File: config.mk
export PLATFORM = sky130hd
export DESIGN_NAME = tln_ctrl
export DESIGN_NICKNAME = d
export VERILOG_FILES = /design/src/design/tln_pkg.sv /design/src/design/tln_ctrl.sv
export SDC_FILE = /design/constraint.sdc
export NUM_CORES = 1
export LEC_CHECK = 0
export BUFFER_PORTS_ARGS = -buffer_cell sky130_fd_sc_hd__buf_2
export CORE_AREA = 2 2 39 41
export DETAILED_ROUTE_END_ITERATION = 6
export DIE_AREA = 0 0 41 43
export PLACE_DENSITY = 0.66
export SETUP_SLACK_MARGIN = 0.3
export SLEW_MARGIN = 20
export SYNTH_ARGS = -nofsm -noshare
export SYNTH_HDL_FRONTEND = slang
export SYNTH_SLANG_ARGS = --single-unit
File: constraint.sdc
create_clock -name i_clk -period 1.6 [get_ports i_clk]
set_input_delay 0.24 -clock i_clk [delete_from_list [all_inputs] [get_ports i_clk]]
set_output_delay 0.24 -clock i_clk [all_outputs]
set_load 0.01 [all_outputs]
File: src/design/tln_pkg.sv
// Shared types, codes and the name key normalization for the two-level name table.
package tln_pkg;

    // Characters of a name key that take part in a compare.
    localparam int NAME_CHARS = 8;

    typedef enum logic [1:0] {
        OP_MKDIR  = 2'd0,
        OP_MKFILE = 2'd1,
        OP_DELETE = 2'd2,
        OP_SEARCH = 2'd3
    } t_op;

    typedef enum logic [2:0] {
        ST_OK           = 3'd0,
        ST_TABLE_FULL   = 3'd1,
        ST_DIR_MISSING  = 3'd2,
        ST_DIR_FULL     = 3'd3,
        ST_FILE_MISSING = 3'd4
    } t_status;

    typedef enum logic [2:0] {
        S_IDLE,
        S_MKDIR,
        S_DSCAN,
        S_DTOT,
        S_FSCAN,
        S_MVRD,
        S_MVWR,
        S_RES
    } t_state;

    typedef struct packed {
        logic    load;
        logic    scan_start;
        logic    scan_dir;
        logic    scan_file;
        logic    dir_take;
        logic    file_take;
        logic    mkdir;
        logic    mkfile;
        logic    mv_rd;
        logic    mv_wr;
        logic    set_status;
        t_status status;
        logic    push;
    } t_dp_cmd;

    typedef struct packed {
        t_op  op;
        logic dir_room;
        logic file_room;
        logic hit;
        logic miss;
        logic out_free;
    } t_dp_st;

    // Keeps the bytes up to the first zero byte, within NAME_CHARS characters.
    function automatic logic [63:0] norm_key(input logic [63:0] key);
        logic [63:0] res;
        logic        alive;
        res   = '0;
        alive = 1'b1;
        for (int c = 0; c < 8; c++) begin
            if (c >= NAME_CHARS || key[8*c +: 8] == 8'd0) begin
                alive = 1'b0;
            end
            if (alive) begin
                res[8*c +: 8] = key[8*c +: 8];
            end
        end
        return res;
    endfunction

endpackage

File: src/design/tln_ctrl.sv
// Request sequencer of the two-level name table.
module tln_ctrl (
    input  logic            i_clk,
    input  logic            i_rst_n,
    input  logic            i_s_tvalid,
    output logic            o_s_tready,
    input  tln_pkg::t_dp_st i_st,
    output tln_pkg::t_dp_cmd o_cmd
);
    import tln_pkg::*;

    t_state r_state, n_state;

    always_ff @(posedge i_clk) begin
        if (!i_rst_n) begin
            r_state <= S_IDLE;
        end else begin
            r_state <= n_state;
        end
    end

    always_comb begin
        n_state    = r_state;
        o_cmd      = '0;
        o_cmd.status = ST_OK;
        o_s_tready = 1'b0;
        case (r_state)
            S_IDLE: begin
                o_s_tready = 1'b1;
                if (i_s_tvalid) begin
                    o_cmd.load = 1'b1;
                    n_state    = S_DSCAN;
                end
            end
            S_MKDIR: begin
                if (i_st.dir_room) begin
                    o_cmd.mkdir = 1'b1;
                end else begin
                    o_cmd.set_status = 1'b1;
                    o_cmd.status     = ST_TABLE_FULL;
                end
                n_state = S_RES;
            end
            S_DSCAN: begin
                // A new directory needs no lookup.
                if (i_st.op == OP_MKDIR) begin
                    n_state = S_MKDIR;
                end else begin
                    o_cmd.scan_dir = 1'b1;
                    if (i_st.hit) begin
                        o_cmd.dir_take = 1'b1;
                        n_state        = S_DTOT;
                    end else if (i_st.miss) begin
                        o_cmd.set_status = 1'b1;
                        o_cmd.status     = ST_DIR_MISSING;
                        n_state          = S_RES;
                    end
                end
            end
            S_DTOT: begin
                if (i_st.op == OP_MKFILE) begin
                    if (i_st.file_room) begin
                        o_cmd.mkfile = 1'b1;
                    end else begin
                        o_cmd.set_status = 1'b1;
                        o_cmd.status     = ST_DIR_FULL;
                    end
                    n_state = S_RES;
                end else begin
                    o_cmd.scan_start = 1'b1;
                    n_state          = S_FSCAN;
                end
            end
            S_FSCAN: begin
                o_cmd.scan_file = 1'b1;
                if (i_st.hit) begin
                    o_cmd.file_take = 1'b1;
                    n_state = (i_st.op == OP_DELETE) ? S_MVRD : S_RES;
                end else if (i_st.miss) begin
                    o_cmd.set_status = 1'b1;
                    o_cmd.status     = ST_FILE_MISSING;
                    n_state          = S_RES;
                end
            end
            S_MVRD: begin
                o_cmd.mv_rd = 1'b1;
                n_state     = S_MVWR;
            end
            S_MVWR: begin
                o_cmd.mv_wr = 1'b1;
                n_state     = S_RES;
            end
            S_RES: begin
                if (i_st.out_free) begin
                    o_cmd.push = 1'b1;
                    n_state    = S_IDLE;
                end
            end
            default: begin
                n_state = S_IDLE;
            end
        endcase
    end

endmodule

==> flow_metrics.py, run 1 <==
metrics = {
    "clocking": {
        "cts.sinks": 3,
        "clkLatencyLatePin_ps": 240,
        "cts_tree": "built",
        "root_buffer": "clkbuf_4",
        "postCtsHoldBufs": 0,
        "htreeDepth": 1,
        "clockBufferDepth": 2,
        "clk_pin_slew_ps": 30,
        "cts_inserted_buffers": 3,
    },
    "logic_synthesis": {
        "synth.distinct_cells": 32,
        "synth-seq-cells": 3,
        "yosysSeqAreaShare": 0.129,
        "synth_top_cell_by_area": "dfxtp_1",
        "syn_avg_cell_area_sq_um": 8.17,
        "synth.top_cells.by_area": "dfxtp_1 (13%), and2_1 (6.7%), a2111oi_4 (5.9%)",
        "mappedNetlistArea_sq_um": 465,
        "synth_top_area_frac": 0.129,
        "ys_warn_count": 0,
        "syn_nets": 67,
        "syn_inst": 57,
    },
    "die": {
        "ios": 26,
        "die-area_sq_um": 1760,
        "core_sq_um": 1380,
        "start_util": 0.336,
        "die_x_microns": 41,
        "std_cell_rows": 14,
        "chipHeight_microns": 43,
    },
    "global_routing": {
        "grt_overflow_total": 0,
        "grt_max_degree": 9,
        "antenna_found_initial": 0,
        "grt_pass1_vias": 574,
        "grtUsageTotal": 0.195,
        "grt_pass1_wl_microns": 2320,
    },
    "detailed_routing": {
        "drc": 0,
        "wl_per_cell_microns": 15.3,
        "vias": 626,
        "ant_nets": 0,
        "viasPerCell": 5.22,
        "routed_wirelength_microns": 1840,
        "drt_iter0_markers": 9,
        "drtPass1Iterations": 4,
    },
    "cells_and_area": {
        "n_fill_cell": 106,
        "final_common_cell": "buf_2",
        "drive_gt1_frac": 0.760,
        "reg.largest.list": "r_state: 3 flops",
        "largest_reg_flops": 3,
        "regMostFlops": "r_state",
        "areaGrowthSynthToFinish_pct": 101,
        "final_nets": 115,
        "fin_area_sq_um": 933,
        "stdcell_count": 120,
        "post-route-util": 0.675,
        "antennaDiodeCount": 0,
        "most-common-layout-cells": "buf_2 (21), buf_6 (13), buf_4 (12)",
    },
    "worst_setup_path": {
        "end_kind": "output pin",
        "startpoint_type": "flip-flop",
        "worstSetupPathType": "reg -> out",
        "cp_data_arrival_time_ps": 1340,
        "path_max_fanout": 4,
        "crit_required_ps": 1360,
        "reg2reg_depth": 6,
    },
    "timing": {
        "hold_viol": 0,
        "max_freq_mhz": 632,
        "maxSlewViolCount": 0,
        "rsz0062_at_grt": "yes",
        "layout_min_cycle_time_ps": 1580,
        "setup_viol": 0,
        "fin_crit_sh": 0.989,
        "finClkSkew_ps": 8.25,
        "worstMarginPinSlew_ps": 362,
        "maxSlewHeadroom": 0.756,
    },
    "power": {
        "power_density_nw_per_um2": 1620,
        "p_total_w": 0.00151,
        "ir_drop_mv": 0.834,
        "power_leakage_nw": 0.474,
    },
    "run": {
        "maxCapViolations": 0,
    },
    "min_path": {
        "min_delay_path_depth": 3,
        "hp-class": "in -> reg",
    },
    "place": {
        "dp.cells": 98,
        "port-buffer-count": 25,
        "dp.final_hpwl_microns": 905,
        "place_area_sq_um": 613,
        "gp_routability_congestion": 0.776,
    },
    "run_status": {
        "status": "finished clean",
    },
}
[cell type report]
cell class              count  area (sq um)  share of cell area
flip-flops and latches      3          68.8              0.0737
inverters                   2          7.51             0.00804
well taps                  16          20.0              0.0214
repair buffers             47           357               0.382
multi-input cells          48           454               0.487
clock buffers               4          26.3              0.0282
[cell usage after synthesis]
master / instances
a221oi_1: 1
a2111oi_4: 1
nor3_1: 3
a21boi_1: 1
nand4b_2: 1
o21ai_0: 4
nor2b_2: 1
nor3_4: 1
and3_2: 1
o41ai_1: 1
nor2b_1: 3
inv_1: 2
nor2_2: 1
or2b_1: 1
nor2_1: 6
buf_6: 2
and2_1: 5
nor3b_1: 2
nand2b_1: 2
o22ai_2: 1
a21oi_2: 2
a211oi_1: 1
nand2_4: 1
o22ai_1: 1
and3b_2: 1
nand2_1: 3
buf_4: 1
a21o_1: 1
a31oi_1: 1
dfxtp_1: 3
buf_8: 1
nor2b_4: 1
[critical path, stage by stage (launching register included)]
cell,delay [ps]
dfxtp_2,310
nand2b_4,150
nor3_4,290
nand2_2,110
o21ai_2,90
buf_2,150
[power by group]
group | total, W | internal, W | leakage [nW] | switching (W)
clock | 0.000138 | 0.0000937 | 0.0150 | 0.0000444
sequential | 0.000177 | 0.000120 | 0.0264 | 0.0000575
combinational | 0.00120 | 0.000661 | 0.433 | 0.000537
total | 0.00151 | 0.000875 | 0.474 | 0.000638
[cell families (layout without fill, tap and decap cells)]
| kind of cell | Yosys count | in the layout | synth area share |
|---|---|---|---|
| flip-flops | 3 | 3 | 0.129 |
| AO/OA/AOI/OAI | 15 | 15 | 0.280 |
| buffers and inverters | 6 | 53 | 0.113 |
| AND/OR/NAND/NOR | 33 | 33 | 0.478 |
[final timing paths]
check | startpoint | to | slack (ps)
setup reg to reg | r_state[1] | r_state[0] | 230
hold reg to reg | r_state[1] | r_state[1] | 740
setup / recovery | r_state[2] | o_cmd[2] | 20
hold / removal | i_rst_n | r_state[1] | 260
[per-layer routing]
layer  global-route usage  share of wire
met1                0.203           0.40
met2                0.325           0.53
met3               0.0471          0.045
met4                0.120          0.022
met5                    0              0
[timing repair]
| action | CTS | global route |
|---|---|---|
| endpoints found under the hold margin | 0 | 0 |
| gates resized for setup | 22 | 23 |
| buffers inserted | 12 | 6 |
| pin swaps | 5 | 10 |
| endpoints found under the setup margin | 18 | 18 |
[metrics by stage]
| stage | TNS (ps) | setup slack, ps | hold slack [ps] |
|---|---|---|---|
| finish | 0 | 18.1 | 263 |
| global route | -28.5 | -28.5 | 289 |
| CTS | 0 | 89.3 | 258 |
| detailed placement | 0 | 90.2 | 496 |
| global placement | 0 | 117 | 483 |
| floorplan | 0 | 294 | 368 |
No activity file was read; power rests on OpenSTA's default activity.
==> run 2, diff against run 1 <==
==> constraint.sdc (replaced) <==
create_clock -name i_clk -period 1.65 [get_ports i_clk]
set_input_delay 0.2475 -clock i_clk [delete_from_list [all_inputs] [get_ports i_clk]]
set_output_delay 0.2475 -clock i_clk [all_outputs]
set_load 0.01 [all_outputs]
==> flow_metrics.py, run 2 (synthesized netlist as in run 1, its figures left out) <==
metrics = {
    "run_status": {
        "status": "finished clean",
    },
    "die": {
        "core_sq_um": 1380,
        "die-area_sq_um": 1760,
        "ios": 26,
        "start_util": 0.336,
        "std_cell_rows": 14,
        "die_x_microns": 41,
        "chipHeight_microns": 43,
    },
    "detailed_routing": {
        "drt_iter0_markers": 25,
        "drtPass1Iterations": 4,
        "drc": 0,
        "ant_nets": 0,
        "vias": 659,
        "viasPerCell": 5.40,
        "routed_wirelength_microns": 1970,
        "wl_per_cell_microns": 16.1,
    },
    "power": {
        "power_leakage_nw": 0.476,
        "internal_power_w": 0.000821,
        "p_sw_w": 0.000618,
        "power_frac_comb": 0.780,
        "ir_drop_mv": 0.832,
        "switching_share": 0.430,
        "seq_power_share": 0.123,
        "p_clk_frac": 0.098,
        "p_total_w": 0.00144,
        "power_density_nw_per_um2": 1550,
    },
    "timing": {
        "timing.hold.ws_ps": 261,
        "maxSlewViolCount": 0,
        "max_freq_mhz": 631,
        "hold_viol": 0,
        "rsz0062_at_grt": "yes",
        "maxSlewHeadroom": 0.752,
        "finalSetupTns_ps": 0,
        "fin_crit_sh": 0.960,
        "layout_min_cycle_time_ps": 1580,
        "finClkSkew_ps": 6.87,
        "worstMarginPinSlew_ps": 367,
        "setup_viol": 0,
    },
    "worst_setup_path": {
        "cp_data_arrival_time_ps": 1340,
        "end_kind": "output pin",
        "slowest_delay_ps": 360,
        "r2r_slack_ps": 150,
        "path_cells": "nand2b_4 > nor3_4 > o21ai_1 > nand2b_1 > buf_2",
        "slowest_stage": "dfxtp_4",
        "path_max_fanout": 7,
        "startpoint_type": "flip-flop",
        "crit_required_ps": 1400,
        "worstSetupPathType": "reg -> out",
    },
    "cells_and_area": {
        "final_nets": 117,
        "multi_input_area_sq_um": 429,
        "areaGrowthSynthToFinish_pct": 100,
        "most-common-layout-cells": "buf_2 (22), buf_6 (15), buf_4 (11)",
        "final_common_cell": "buf_2",
        "antennaDiodeCount": 0,
        "fin_area_sq_um": 931,
        "n_fill_cell": 100,
        "seq_area_sq_um": 71.3,
        "reg.largest.list": "r_state: 3 flops",
        "regMostFlops": "r_state",
        "largest_reg_flops": 3,
        "drive_gt1_frac": 0.717,
    },
    "clocking": {
        "cts.sinks": 3,
        "clockBufferDepth": 2,
        "root_buffer": "clkbuf_4",
        "cts_tree": "built",
        "clk_pin_slew_ps": 40,
        "cts_inserted_buffers": 3,
        "clkLatencyLatePin_ps": 250,
        "htreeDepth": 1,
    },
    "place": {
        "place_area_sq_um": 593,
        "gp_routability_congestion": 0.801,
        "dp.final_hpwl_microns": 895,
        "port-buffer-count": 25,
    },
    "global_routing": {
        "grt_overflow_total": 0,
        "met2_usage": 0.325,
        "busiest_layer": "met2",
        "grtUsageTotal": 0.203,
        "grt.met1_usage": 0.240,
        "grt_pass1_wl_microns": 2480,
        "use_met3": 0.0628,
        "grt_pass1_vias": 568,
        "grt_max_degree": 8,
        "antenna_found_initial": 0,
    },
    "run": {
        "maxCapViolations": 0,
    },
    "min_path": {
        "hp-class": "in -> reg",
    },
}
==> run 2: worst paths after layout <==
check / start / end / cells after the start
setup / recovery: r_state[2] / o_cmd[4] / 5
hold / removal: i_rst_n / r_state[0] / 2
setup reg to reg: r_state[2] / r_state[2] / 8
hold reg to reg: r_state[1] / r_state[0] / 3
==> run 2: power groups by stage <==
stage / Sequential [W] / Combinational (W) / Clock (W)
after floorplan: 0.000123 / 0.000510 / 0
after global placement: 0.000170 / 0.000584 / 0
after detailed placement: 0.000171 / 0.000587 / 0
after CTS: 0.000177 / 0.000928 / 0.000135
after global routing: 0.000178 / 0.00119 / 0.000145
final: 0.000177 / 0.00112 / 0.000140
==> run 2: metrics by stage <==
stage,setup WS [ps],util,std cells
2_1_floorplan,335,-,57
5_1_grt,1.16,0.673,122
3_5_place_dp,133,0.429,97
4_1_cts,135,0.602,117
3_3_place_gp,129,0.429,97
6_report,66.3,0.673,122
==> run 2: cell type report <==
cell class	instances	area share
multi-input combinational	48	0.461
clock buffer	4	0.0282
sequential	3	0.0766
inverter	2	0.00806
tap	16	0.0215
timing repair buffer	49	0.405
==> run 2: layer usage <==
| layer | wire, microns | vias to the layer above | share of wire |
|---|---|---|---|
| li1 | - | 300 | - |
| met1 | 702 | 303 | 0.36 |
| met2 | 1060 | 44 | 0.54 |
| met3 | 130 | 12 | 0.066 |
| met4 | 71 | 0 | 0.036 |
| met5 | 0 | - | 0 |
==> run 2: repair_timing <==
action,4_1_cts,5_1_grt
setup endpoints to repair,18,19
pin swaps,11,11
hold buffers,0,0
buffers inserted,16,5
gates resized for setup,27,16
==> run 2: worst max-delay path, delay by kind of cell, from the launching register on <==
kind | cells | cell delay, ps
AOI/OAI and AO/OA | 1 | 130
and+or+nand+nor | 3 | 470
buffers and inverters | 1 | 130
DFF | 1 | 360
